File: config.mk
export PLATFORM = sky130hd
export DESIGN_NAME = can_frame_to_ascii_line
export DESIGN_NICKNAME = d
export VERILOG_FILES = /design/src/design/cfta_pkg.sv /design/src/design/cfta_nibble_shifter.sv /design/src/design/can_frame_to_ascii_line.sv
export SDC_FILE = /design/constraint.sdc
export NUM_CORES = 1
export LEC_CHECK = 0
export BUFFER_PORTS_ARGS = -buffer_cell sky130_fd_sc_hd__buf_2
export CORE_MARGIN = 8
export CORE_UTILIZATION = 45
export CTS_BUF_LIST = sky130_fd_sc_hd__clkbuf_16
export CTS_CLUSTER_SIZE = 14
export DETAILED_ROUTE_END_ITERATION = 7
export HOLD_SLACK_MARGIN = 0.08
export PLACE_DENSITY = 0.66
export SETUP_SLACK_MARGIN = 0.3
export SYNTH_ARGS = -nofsm -noshare
export SYNTH_HDL_FRONTEND = slang
export SYNTH_SLANG_ARGS = --single-unit
File: constraint.sdc
create_clock -name clk_i -period 6.6 [get_ports clk_i]
set_input_delay 0.66 -clock clk_i [delete_from_list [all_inputs] [get_ports clk_i]]
set_output_delay 0.66 -clock clk_i [all_outputs]
set_load 0.01 [all_outputs]
File: src/design/cfta_pkg.sv
// ----------------------------------------------------------------------------
// CAN frame text line package
// Character codes and the hex digit encoder shared by the line formatter.
// ----------------------------------------------------------------------------
package cfta_pkg;

  localparam int unsigned CharW   = 7;
  localparam int unsigned NibbleW = 4;
  localparam int unsigned ShiftW  = 64;

  localparam logic [CharW-1:0] ChHash = 7'h23;
  localparam logic [CharW-1:0] ChR    = 7'h52;
  localparam logic [CharW-1:0] ChCr   = 7'h0D;
  localparam logic [CharW-1:0] ChLf   = 7'h0A;
  localparam logic [CharW-1:0] ChZero = 7'h30;
  localparam logic [CharW-1:0] ChAlph = 7'h37;

  localparam logic [3:0] MaxLen = 4'd8;

  typedef logic [CharW-1:0] char_t;

  // Uppercase hex digit for one nibble.
  function automatic char_t hex_char(input logic [NibbleW-1:0] nib);
    char_t base;
    base = (nib < 4'd10) ? ChZero : ChAlph;
    return base + {3'b000, nib};
  endfunction

endpackage

File: src/design/cfta_nibble_shifter.sv
// ----------------------------------------------------------------------------
// Nibble shifter
// Holds a left-justified word and gives out its top nibble, moving on by
// four bits on each shift.
// ----------------------------------------------------------------------------
module cfta_nibble_shifter
  import cfta_pkg::*;
(
  input  logic                clk_i,
  input  logic                load_i,
  input  logic [ShiftW-1:0]   load_val_i,
  input  logic                shift_i,
  output logic [NibbleW-1:0]  nibble_o
);

  logic [ShiftW-1:0] word_q;
  logic [ShiftW-1:0] word_d;

  always_comb begin
    word_d = word_q;
    if (load_i) begin
      word_d = load_val_i;
    end else if (shift_i) begin
      word_d = {word_q[ShiftW-NibbleW-1:0], {NibbleW{1'b0}}};
    end
  end

  always_ff @(posedge clk_i) begin
    word_q <= word_d;
  end

  assign nibble_o = word_q[ShiftW-1 -: NibbleW];

endmodule

File: src/design/can_frame_to_ascii_line.sv
// The first character of a line is registered after the frame transfer moves the
// sequencer to its identifier state. A line has 6 to 27 characters, one per cycle
// while the output is not stalled, made by the sequencer and the single nibble
// shifter; no new frame is taken until the sequencer is back in idle after the line feed.
// Reset clears the sequencer and the output valid flag; the line in progress is lost.
// ----------------------------------------------------------------------------
// CAN frame to ASCII line
// Formats one received CAN frame as a compact text line, one character per
// output transfer, with the final line feed flagged.
// ----------------------------------------------------------------------------
module can_frame_to_ascii_line
  import cfta_pkg::*;
(
  input  logic        clk_i,
  input  logic        rst_ni,
  input  logic        in_valid_i,
  output logic        in_stall_o,
  input  logic [28:0] frame_id_i,
  input  logic [3:0]  length_code_i,
  input  logic        extended_i,
  input  logic        remote_i,
  input  logic [7:0]  byte0_i,
  input  logic [7:0]  byte1_i,
  input  logic [7:0]  byte2_i,
  input  logic [7:0]  byte3_i,
  input  logic [7:0]  byte4_i,
  input  logic [7:0]  byte5_i,
  input  logic [7:0]  byte6_i,
  input  logic [7:0]  byte7_i,
  output logic        out_valid_o,
  input  logic        out_stall_i,
  output logic [6:0]  text_char_o,
  output logic        line_end_o
);

  typedef enum logic [2:0] {
    StIdle,
    StId,
    StHash,
    StRtr,
    StLen,
    StData,
    StCr,
    StLf
  } state_e;

  state_e             state_q, state_d;
  logic [3:0]         cnt_q, cnt_d;
  logic [3:0]         len_q, len_d;
  logic               rtr_q, rtr_d;
  logic [ShiftW-1:0]  data_q;
  logic               out_valid_q, out_valid_d;
  char_t              char_q, char_d;
  logic               last_q, last_d;

  logic               accept;
  logic               advance;
  logic               sh_load;
  logic               sh_shift;
  logic [ShiftW-1:0]  sh_val;
  logic [NibbleW-1:0] nibble;
  logic [4:0]         digits;

  assign in_stall_o = (state_q != StIdle);
  assign accept     = in_valid_i && (state_q == StIdle);
  assign advance    = !out_valid_q || !out_stall_i;
  assign digits     = {len_q, 1'b0} - 5'd1;

  cfta_nibble_shifter u_shifter (
    .clk_i      (clk_i),
    .load_i     (sh_load),
    .load_val_i (sh_val),
    .shift_i    (sh_shift),
    .nibble_o   (nibble)
  );

  always_comb begin
    state_d     = state_q;
    cnt_d       = cnt_q;
    len_d       = len_q;
    rtr_d       = rtr_q;
    out_valid_d = out_valid_q;
    char_d      = char_q;
    last_d      = last_q;
    sh_load     = 1'b0;
    sh_shift    = 1'b0;
    sh_val      = data_q;

    if (accept) begin
      sh_load = 1'b1;
      sh_val  = extended_i ? {3'b000, frame_id_i, 32'h0}
                           : {1'b0, frame_id_i[10:0], 52'h0};
      cnt_d   = extended_i ? 4'd7 : 4'd2;
      len_d   = (length_code_i > MaxLen) ? MaxLen : length_code_i;
      rtr_d   = remote_i;
      state_d = StId;
    end

    if (advance) begin
      out_valid_d = (state_q != StIdle);
      last_d      = 1'b0;
      unique case (state_q)
        StIdle: begin
        end
        StId, StData: begin
          char_d   = hex_char(nibble);
          sh_shift = 1'b1;
          if (cnt_q == 4'd0) begin
            state_d = (state_q == StId) ? StHash : StCr;
          end else begin
            cnt_d = cnt_q - 4'd1;
          end
        end
        StHash: begin
          char_d = ChHash;
          priority if (rtr_q) begin
            state_d = StRtr;
          end else if (len_q == 4'd0) begin
            state_d = StCr;
          end else begin
            sh_load = 1'b1;
            sh_val  = data_q;
            cnt_d   = digits[3:0];
            state_d = StData;
          end
        end
        StRtr: begin
          char_d  = ChR;
          state_d = StLen;
        end
        StLen: begin
          char_d  = hex_char(len_q);
          state_d = StCr;
        end
        StCr: begin
          char_d  = ChCr;
          state_d = StLf;
        end
        StLf: begin
          char_d  = ChLf;
          last_d  = 1'b1;
          state_d = StIdle;
        end
        default: begin
          state_d = StIdle;
        end
      endcase
    end
  end

  always_ff @(posedge clk_i or negedge rst_ni) begin
    if (!rst_ni) begin
      state_q     <= StIdle;
      out_valid_q <= 1'b0;
      cnt_q       <= '0;
      len_q       <= '0;
      rtr_q       <= 1'b0;
      char_q      <= '0;
      last_q      <= 1'b0;
      data_q      <= '0;
    end else begin
      state_q     <= state_d;
      out_valid_q <= out_valid_d;
      cnt_q       <= cnt_d;
      len_q       <= len_d;
      rtr_q       <= rtr_d;
      char_q      <= char_d;
      last_q      <= last_d;
      if (accept) begin
        data_q <= {byte0_i, byte1_i, byte2_i, byte3_i,
                   byte4_i, byte5_i, byte6_i, byte7_i};
      end
    end
  end

  assign out_valid_o = out_valid_q;
  assign text_char_o = char_q;
  assign line_end_o  = last_q;

endmodule

### Word level (Yosys, flattened, before mapping)

Index checks and enable logic that the tools add are counted.
Widths: inputs -> output; s select.

| cells by class | value |
|---|---|
| add/subtract/negate cells | 4 |
| magnitude comparators | 3 |
| eq/ne operators | 7 |
| mux-type cells | 34 |
| reductions and logical operators | 12 |

Operator list:

| cell | count |
|---|---|
| $mux 64 | 7 |
| $mux 63 | 1 |
| $pmux 7 s6 | 1 |
| $mux 3 | 8 |
| $mux 4 | 6 |
| $pmux 3 s6 | 1 |
| $add 6x4->7 | 2 |
| $eq 3x3->1 const B | 4 |
| $logic_not 4->1 | 2 |
| $lt 4x4->1 const B | 2 |
| $mux 1 | 8 |
| $pmux 4 s2 | 1 |
| $sub 4x1->4 const B | 2 |
| $eq 3x2->1 const B | 2 |
| $reduce_bool 6->1 | 1 |
| $gt 4x4->1 const B | 1 |
| $eq 3x1->1 const B | 1 |
| $logic_not 3->1 | 1 |
| $reduce_bool 3->1 | 1 |
| $logic_not 1->1 | 2 |
| $mux 2 | 1 |
| $reduce_and 2->1 | 1 |
| $reduce_bool 2->1 | 1 |
| $reduce_or 2->1 | 1 |
| 2 further kinds | 2 |

| word-level totals | value |
|---|---|
| register bits after elaboration | 149 |
| input port bits | 103 |
| output and inout bits | 10 |
| word-level logic and storage cells | 69 |

### Depth between registers and ports, before layout

Gate-level depths: netlist of the first run.

| logic depth | value |
|---|---|
| depth after elaboration | 8 |
| mapped depth | 9 |
| depth with buffers taken out | 8 |

### Hierarchy

A second synthesis of the first run with hierarchy kept.

| unflattened totals | value |
|---|---|
| cell total of the unflattened synthesis | 619 |
| area total of the unflattened synthesis | 7166.9 um^2 |

By module, submodules not included:

| module | times used | cells each | area an instance (um^2) | sequential area each (um^2) |
|---|---|---|---|---|
| can_frame_to_ascii_line | 1 | 479 | 4266.6 | 2127.0 |
| cfta_nibble_shifter | 1 | 140 | 2900.3 | 1921.8 |

### Worst setup path after synthesis of the first run

No wires, ideal clock.

| timing | value |
|---|---|
| path type | input -> register |
| from | input out_stall_i |
| to | register u_shifter.word_q[0], enable pin |
| setup time | 0.574 ns |
| data arrival time | 5.542 ns |
| data required time | 6.026 ns |
| path slack | 0.484 ns |
| cell stages on the path | 3 |
| buffers on the path | 1 |
| path through | and2_1 clkbuf_1 o21ai_0 |

| between the ends | value |
|---|---|
| longest elaborated chain between the ends | 4 |
| elaborated cells between the ends (all ways) | 5 |
| classes of those cells | mux: 2; reduce/logical: 3 |

Ends and longest elaborated chain:

| item | line | source |
|---|---|---|
| start, declared | can_frame_to_ascii_line.sv:31 | `input logic out_stall_i,` |
| $logic_not 1->1 (*) | can_frame_to_ascii_line.sv:66 | `assign advance = !out_valid_q \|\| !out_stall_i;` |
| $logic_or 1x1->1 (*) | can_frame_to_ascii_line.sv:66 |  |
| $mux 1 | can_frame_to_ascii_line.sv:99 | `if (advance) begin` |
| $reduce_bool 2->1 (no source line) (*) | -- |  |
| end signal, assigned | cfta_nibble_shifter.sv:29 | `word_q <= word_d;` |
| end, declared | cfta_nibble_shifter.sv:16 | `logic [ShiftW-1:0] word_q;` |

Mark *: on every way between the ends. The rest lies on a longest branch, timed or not.
A chain may end at the register's enable or synchronous reset.

### Worst setup path in the final report of the first run

| timing | value |
|---|---|
| from | register state_q[1] |
| to | register u_shifter.word_q[25], enable pin |

| between the ends | value |
|---|---|
| longest elaborated chain between the ends | 8 |
| elaborated cells between the ends (all ways) | 14 |
| classes of those cells | eq/ne: 3; mux: 7; reduce/logical: 4 |

Ends and longest elaborated chain:

| item | line | source |
|---|---|---|
| start, declared | can_frame_to_ascii_line.sv:47 | `state_e state_q, state_d;` |
| start signal, assigned | can_frame_to_ascii_line.sv:153 | `state_q <= StIdle;` |
| start signal, assigned | can_frame_to_ascii_line.sv:162 | `state_q <= state_d;` |
| $logic_not 3->1 | can_frame_to_ascii_line.sv:65 | `assign accept = in_valid_i && (state_q == StIdle);` |
| $logic_and 1x1->1 | can_frame_to_ascii_line.sv:65 |  |
| $mux 1 | can_frame_to_ascii_line.sv:89 | `if (accept) begin` |
| $mux 1 | can_frame_to_ascii_line.sv:118 | `end else if (len_q == 4'd0) begin` |
| $mux 1 | can_frame_to_ascii_line.sv:116 | `priority if (rtr_q) begin` |
| $mux 1 | can_frame_to_ascii_line.sv:102 | `unique case (state_q)` |
| $mux 1 | can_frame_to_ascii_line.sv:99 |  |
| $reduce_bool 2->1 (no source line) (*) | -- |  |

Marks and branches as above.

==> impl_metrics.py, run 1 <==
metrics = {
    "detailed_routing": {
        "drt-wirelength-per-cell_microns": 16.7,
        "viasPerCell": 5.36,
        "first_iter_violations": 428,
        "via_count": 5283,
        "drt-total-wl_mm": 16.5,
        "drc": 0,
        "ant_nets": 0,
        "drt_first_pass_iters": 8,
    },
    "synth": {
        "syn_area_per_cell_sq_um": 9.90,
        "async_reset_ff_share_pct": 57.0,
        "synth_top_family_by_area": "simple AND/OR/NAND/NOR gates",
        "synth.net_count": 806,
        "yosysUniqueCellTypes": 53,
        "synth_xor_area_share_pct": 0.765,
        "yosysSeqAreaShare_pct": 59.0,
        "synthAdderAreaFrac_pct": 1.75,
        "synth_compound_area_share_pct": 10.2,
        "synthDominantCellAreaShare_pct": 31.0,
        "synth-edff-count": 64,
        "synth_simple_gate_area_share_pct": 22.0,
        "synth_ff_type": "dfrtp_1",
        "synth.ff_latch_count": 149,
        "synth_area_sq_um": 6870,
        "ys_top_cells_by_area": "dfrtp_1, edfxtp_1, nand2_1",
        "synth_cells": 694,
        "synth_top_cell_by_area": "dfrtp_1",
        "synth_warnings": 0,
        "muxShareOfSynthArea_pct": 1.31,
    },
    "floorplan": {
        "core_area_sq_um": 15000,
        "rows": 45,
        "die_x_microns": 140,
        "io_pins": 113,
        "start_util_pct": 45.7,
        "dieArea_sq_um": 19500,
        "die_h_microns": 140,
    },
    "sta": {
        "max_freq_mhz": 299,
        "slew_headroom_pct": 12.4,
        "setup_tns_ps": 0,
        "whs_ps": 168,
        "fin_crit_sh_pct": 50.6,
        "grt_setup_unrepaired": "false",
        "setup_viol": 0,
        "fin_worst_skew_ps": 6.58,
        "min_period_ps": 3340,
        "finalHoldViolCount": 0,
        "slew_viol_final": 0,
        "max_slew.worst_pin.slew_ps": 1310,
    },
    "global_route": {
        "grt_pass1_wl_mm": 27.2,
        "grt_pass1_vias": 5448,
        "grt.overflow.total": 0,
        "antenna_found_initial": 0,
        "grt_max_degree": 83,
        "grt_usage_pct": 17.5,
    },
    "critical_path": {
        "timing_worst_setup_path_type": "flop to flop",
        "worstSetupEndpointType": "flop",
        "crit_top_cell": "buf_4",
        "slowest_delay_ps": 690,
        "critPathArrivalTime_ps": 3390,
        "path_max_fanout": 82,
        "path_cells": "nor4b_2 -> buf_4 -> a41oi_2 -> o21ai_4 -> buf_4",
        "critPathSlowestCell": "buf_4",
        "required_ps": 6650,
        "worst_setup_path_start_kind": "flop",
    },
    "run": {
        "cap_violations": 0,
    },
    "cts": {
        "cts.sinks": 149,
        "path_clk_slew_ps": 60,
        "htree_levels": 4,
        "clk_latency_ps": 420,
        "post_cts_resized": 0,
        "cts.path.max_buffers": 2,
        "cts_tree": "done",
        "cts_buffers": 17,
        "ctsHoldBuffers": 0,
        "cts_setup_buffers": 0,
        "cts_root_buf": "clkbuf_16",
    },
    "place": {
        "place.gp.congestion": 0.819,
        "dp_hpwl_mm": 11.2,
        "io_buffers": 112,
    },
    "finish": {
        "final_cell_mix": "nand2_1, buf_2, dfrtp_1, edfxtp_1, inv_1",
        "seqCellArea_sq_um": 4050,
        "fill_cells": 1375,
        "drive_gt1_share_pct": 19.8,
        "antenna_cells": 0,
        "nets": 897,
        "area_growth_syn_to_layout_pct": 17.3,
        "multiInputGateArea_sq_um": 2490,
        "final_common_cell": "nand2_1",
    },
    "pwr": {
        "powerDensity_nw_per_um2": 451,
        "cellLeakagePower_nw": 3.84,
        "irDropWorstVdd_v": 0.000239,
        "p_total_mw": 3.63,
    },
    "status": {
        "status": "complete, no violations",
    },
    "hold_path": {
        "hold_path.class": "input port to async pin",
    },
}
-- cell families (layout without fill, tap and decap cells) --
family                     after synthesis  count (layout)
adders and majority gates                9               9
muxes                                    9               9
buffers and inverters                   75             179
DFF                                    149             149
xor gates and xnor gates                 6               6
AOI/OAI and AO/OA                       88              88
and+or+nand+nor                        358             358
-- metrics by stage --
step	utilization, %	instance area [sq um]	cells	worst slack (ps)
after floorplan	-	6870	694	484
after global placement	49.8	7490	954	3320
after detailed placement	49.8	7490	954	3180
after CTS	53.6	8060	986	3250
after global routing	53.6	8060	986	3010
final	53.6	8060	986	3260
-- report_power, final --
group          switching (mW)  internal [mW]  total, mW
clock                   0.358          0.567      0.925
sequential              0.247           1.44       1.69
combinational           0.606          0.414       1.02
total                    1.21           2.42       3.63
-- final timing paths --
kind                                         to  slack (ps)  cells after the start        from
max                        u_shifter.word_q[25]        3260                      5  state_q[1]
min                              text_char_o[6]         170                      1      rst_ni
max reg2reg                u_shifter.word_q[25]        3260                      5  state_q[1]
min reg2reg                           data_q[1]         460                      2   data_q[1]
max in group asynchronous            data_q[27]        5370                      2      rst_ni
min in group clk_i                   data_q[12]         430                      3  byte6_i[4]
-- area by class of cell --
cell class | instances | share of cell area [%]
flip-flops and latches | 149 | 50.3
inverters | 31 | 1.44
well taps | 188 | 2.92
clock buffers | 18 | 5.59
multi-input cells | 470 | 30.9
repair buffers | 116 | 7.36
clock inverters | 14 | 1.48
-- layer usage --
layer	GRT usage (%)	wire [microns]	up-vias
met5	0	0	-
met3	4.51	875	25
li1	-	-	2565
met1	22.0	7140	2525
met4	6.51	318	0
met2	28.5	8160	168
-- cells in the mapped netlist (all sizes together), types with 3 or more instances --
master and n:
nor2b 4, nor3 4, a221o 4, edfxtp 64
o22ai 4, a21oi 12, buf 37, nand3 33
xnor2 4, o21a 4, clkbuf 7, nor2 12
o221a 8, o21ai 16, o211ai 3, nor3b 4
nand3b 3, and2 7, mux2i 9, inv 31
nand2 279, ha 8, dfrtp 85, nand4 3
a222oi 20
-- worst max-delay path: cells and delay by family, from the launching register on --
family | cells | cell delay [ps]
compound gates | 2 | 660
simple gates | 1 | 350
flops | 1 | 560
buf+inv | 2 | 1360
-- flip-flops by register name, summed over array words and instances, names as in the netlist, 3 cells and up --
signal            cells
data_q               64
u_shifter.word_q     64
text_char_o           7
cnt_q                 4
len_q                 4
state_q               3
(Power assumes the default switching activity.)
==> run 2: changes to the inputs <==
Settings changed: PLACE_DENSITY 0.66 to 0.69.
Clock period 6.6 ns to 2.9 ns, I/O delays scaled along.
==> run 2 against run 1 <==
Critical path depth grew 1. Register-to-register slack lost 2800 ps. Via count grew 5.9%. Clock skew grew 1.8 ps. First-iteration DRC count grew 21%. Largest power group unchanged. Highest routed layer unchanged.
==> impl_metrics.py, run 2 (synthesis results as in run 1) <==
metrics = {
    "critical_path": {
        "slowest_delay_ps": 570,
        "critPathArrivalTime_ps": 2700,
        "path_cells": "nor4b_2 -> buf_12 -> and2_1 -> buf_4 -> a222oi_1 -> inv_1",
        "required_ps": 3190,
        "timing_worst_setup_path_type": "flop to flop",
        "worstSetupEndpointType": "flop",
        "critPathSlowestCell": "nor4b_2",
        "path_max_fanout": 81,
        "worst_setup_path_start_kind": "flop",
    },
    "place": {
        "dpl_worst_slack_ps": 546,
        "io_buffers": 112,
        "place.gp.congestion": 0.873,
        "dp.cells": 959,
        "dp_hpwl_mm": 11.4,
    },
    "detailed_routing": {
        "first_iter_violations": 516,
        "drt_first_pass_iters": 7,
        "viasPerCell": 5.32,
        "drt-total-wl_mm": 17.4,
        "ant_nets": 0,
        "drt-wirelength-per-cell_microns": 16.6,
        "drc": 0,
        "via_count": 5593,
    },
    "sta": {
        "max_freq_mhz": 416,
        "grt_setup_unrepaired": "false",
        "finalHoldViolCount": 0,
        "fin_worst_skew_ps": 8.40,
        "setup_tns_ps": 0,
        "min_period_ps": 2400,
        "setup_viol": 0,
        "slew_headroom_pct": 39.9,
        "slew_viol_final": 0,
        "max_slew.worst_pin.slew_ps": 898,
        "fin_crit_sh_pct": 82.9,
        "layout_setup_ws_ps": 497,
    },
    "finish": {
        "nets": 962,
        "final_cell_mix": "nand2_1, buf_2, dfrtp_1, edfxtp_1, dlygate4sd3_1",
        "antenna_cells": 0,
        "drive_gt1_share_pct": 18.8,
        "final_common_cell": "nand2_1",
        "fin_cells": 1051,
        "area_growth_syn_to_layout_pct": 27.4,
    },
    "floorplan": {
        "die_x_microns": 140,
        "io_pins": 113,
        "core_area_sq_um": 15000,
        "start_util_pct": 45.7,
        "dieArea_sq_um": 19500,
        "die_h_microns": 140,
        "rows": 45,
    },
    "cts": {
        "cts.path.max_buffers": 2,
        "post_cts_resized": 0,
        "clk_latency_ps": 430,
        "path_clk_slew_ps": 60,
        "cts_root_buf": "clkbuf_16",
        "cts_tree": "done",
        "cts_buffers": 17,
        "htree_levels": 4,
        "cts.sinks": 149,
    },
    "pwr": {
        "p_switching_mw": 2.79,
        "cellLeakagePower_nw": 4.13,
        "swShare_pct": 33.1,
        "powerDensity_nw_per_um2": 963,
        "pwr-share-seq_pct": 45.5,
        "combinationalPowerShare_pct": 29.0,
        "clkPwrFrac_pct": 25.5,
        "irDropWorstVdd_v": 0.000520,
        "cell_internal_pwr_mw": 5.64,
    },
    "global_route": {
        "use_met1_pct": 22.7,
        "grt_pass1_vias": 5793,
        "antenna_found_initial": 0,
        "grt_usage_pct": 18.4,
        "grt_pass1_wl_mm": 28.8,
        "grt_max_degree": 86,
        "grt_busiest_layer": "met2",
        "grt.overflow.total": 0,
        "met2_usage_pct": 29.7,
        "use_met3_pct": 5.68,
    },
    "hold_path": {
        "hold_path.class": "input port to flop",
    },
    "status": {
        "status": "complete, no violations",
    },
    "run": {
        "cap_violations": 0,
    },
}
==> run 2: per-layer routing <==
| layer | vias up | wire length [microns] |
|---|---|---|
| met5 | - | 0 |
| li1 | 2693 | - |
| met1 | 2676 | 7340 |
| met2 | 192 | 8550 |
| met3 | 32 | 1160 |
| met4 | 0 | 391 |
==> run 2: path summary, 6_finish.rpt <==
check,cells after the start,slack [ps],from,end
max in group asynchronous,3,2090,rst_ni,data_q[30]
max,6,500,state_q[1],u_shifter.word_q[38]
max reg2reg,6,500,state_q[1],u_shifter.word_q[38]
min in group asynchronous,3,450,rst_ni,text_char_o[6]
min,3,90,length_code_i[3],len_q[3]
min reg2reg,1,480,line_end_o,line_end_o
==> run 2: power by group through the flow <==
stage	clock network (mW)	logic (mW)	registers (mW)
2_1_floorplan	0	1.81	3.65
3_3_place_gp	0	2.27	3.83
3_5_place_dp	0	2.37	3.85
4_1_cts	2.19	2.46	3.83
5_1_grt	2.29	2.78	3.92
6_report	2.15	2.44	3.84
==> run 2: critical path: cells and delay by family, from the launching register on <==
kind            cells  cell delay (ps)
simple gates        2              810
compound gates      1              130
buf+inv             3              740
flops               1              560
==> run 2: per-stage QoR <==
| stage | cell area [sq um] | hold slack (ps) | power [mW] | utilization, % |
|---|---|---|---|---|
| 2_1_floorplan | 6880 | -5.59 | 5.47 | - |
| 3_3_place_gp | 7570 | 361 | 6.10 | 50.4 |
| 3_5_place_dp | 7570 | 369 | 6.23 | 50.4 |
| 4_1_cts | 8750 | 81.9 | 8.48 | 58.2 |
| 5_1_grt | 8750 | 92.9 | 8.99 | 58.2 |
| 6_report | 8750 | 89.7 | 8.43 | 58.2 |
==> run 2: final cells by class <==
| cell class | count | area [sq um] |
|---|---|---|
| Timing Repair Buffer | 181 | 1280 |
| Multi-Input combinational cell | 470 | 2490 |
| Clock inverter | 15 | 151 |
| Inverter | 31 | 116 |
| Sequential cell | 149 | 4050 |
| Fill cell | 1243 | 6280 |
| Tap cell | 188 | 235 |
| Clock buffer | 17 | 425 |
==> run 2: timing repair <==
item                                   CTS  global route
setup endpoints to repair                0             1
endpoints found under the hold margin  144             0
buffers inserted                         0             0
hold buffers                            60             0
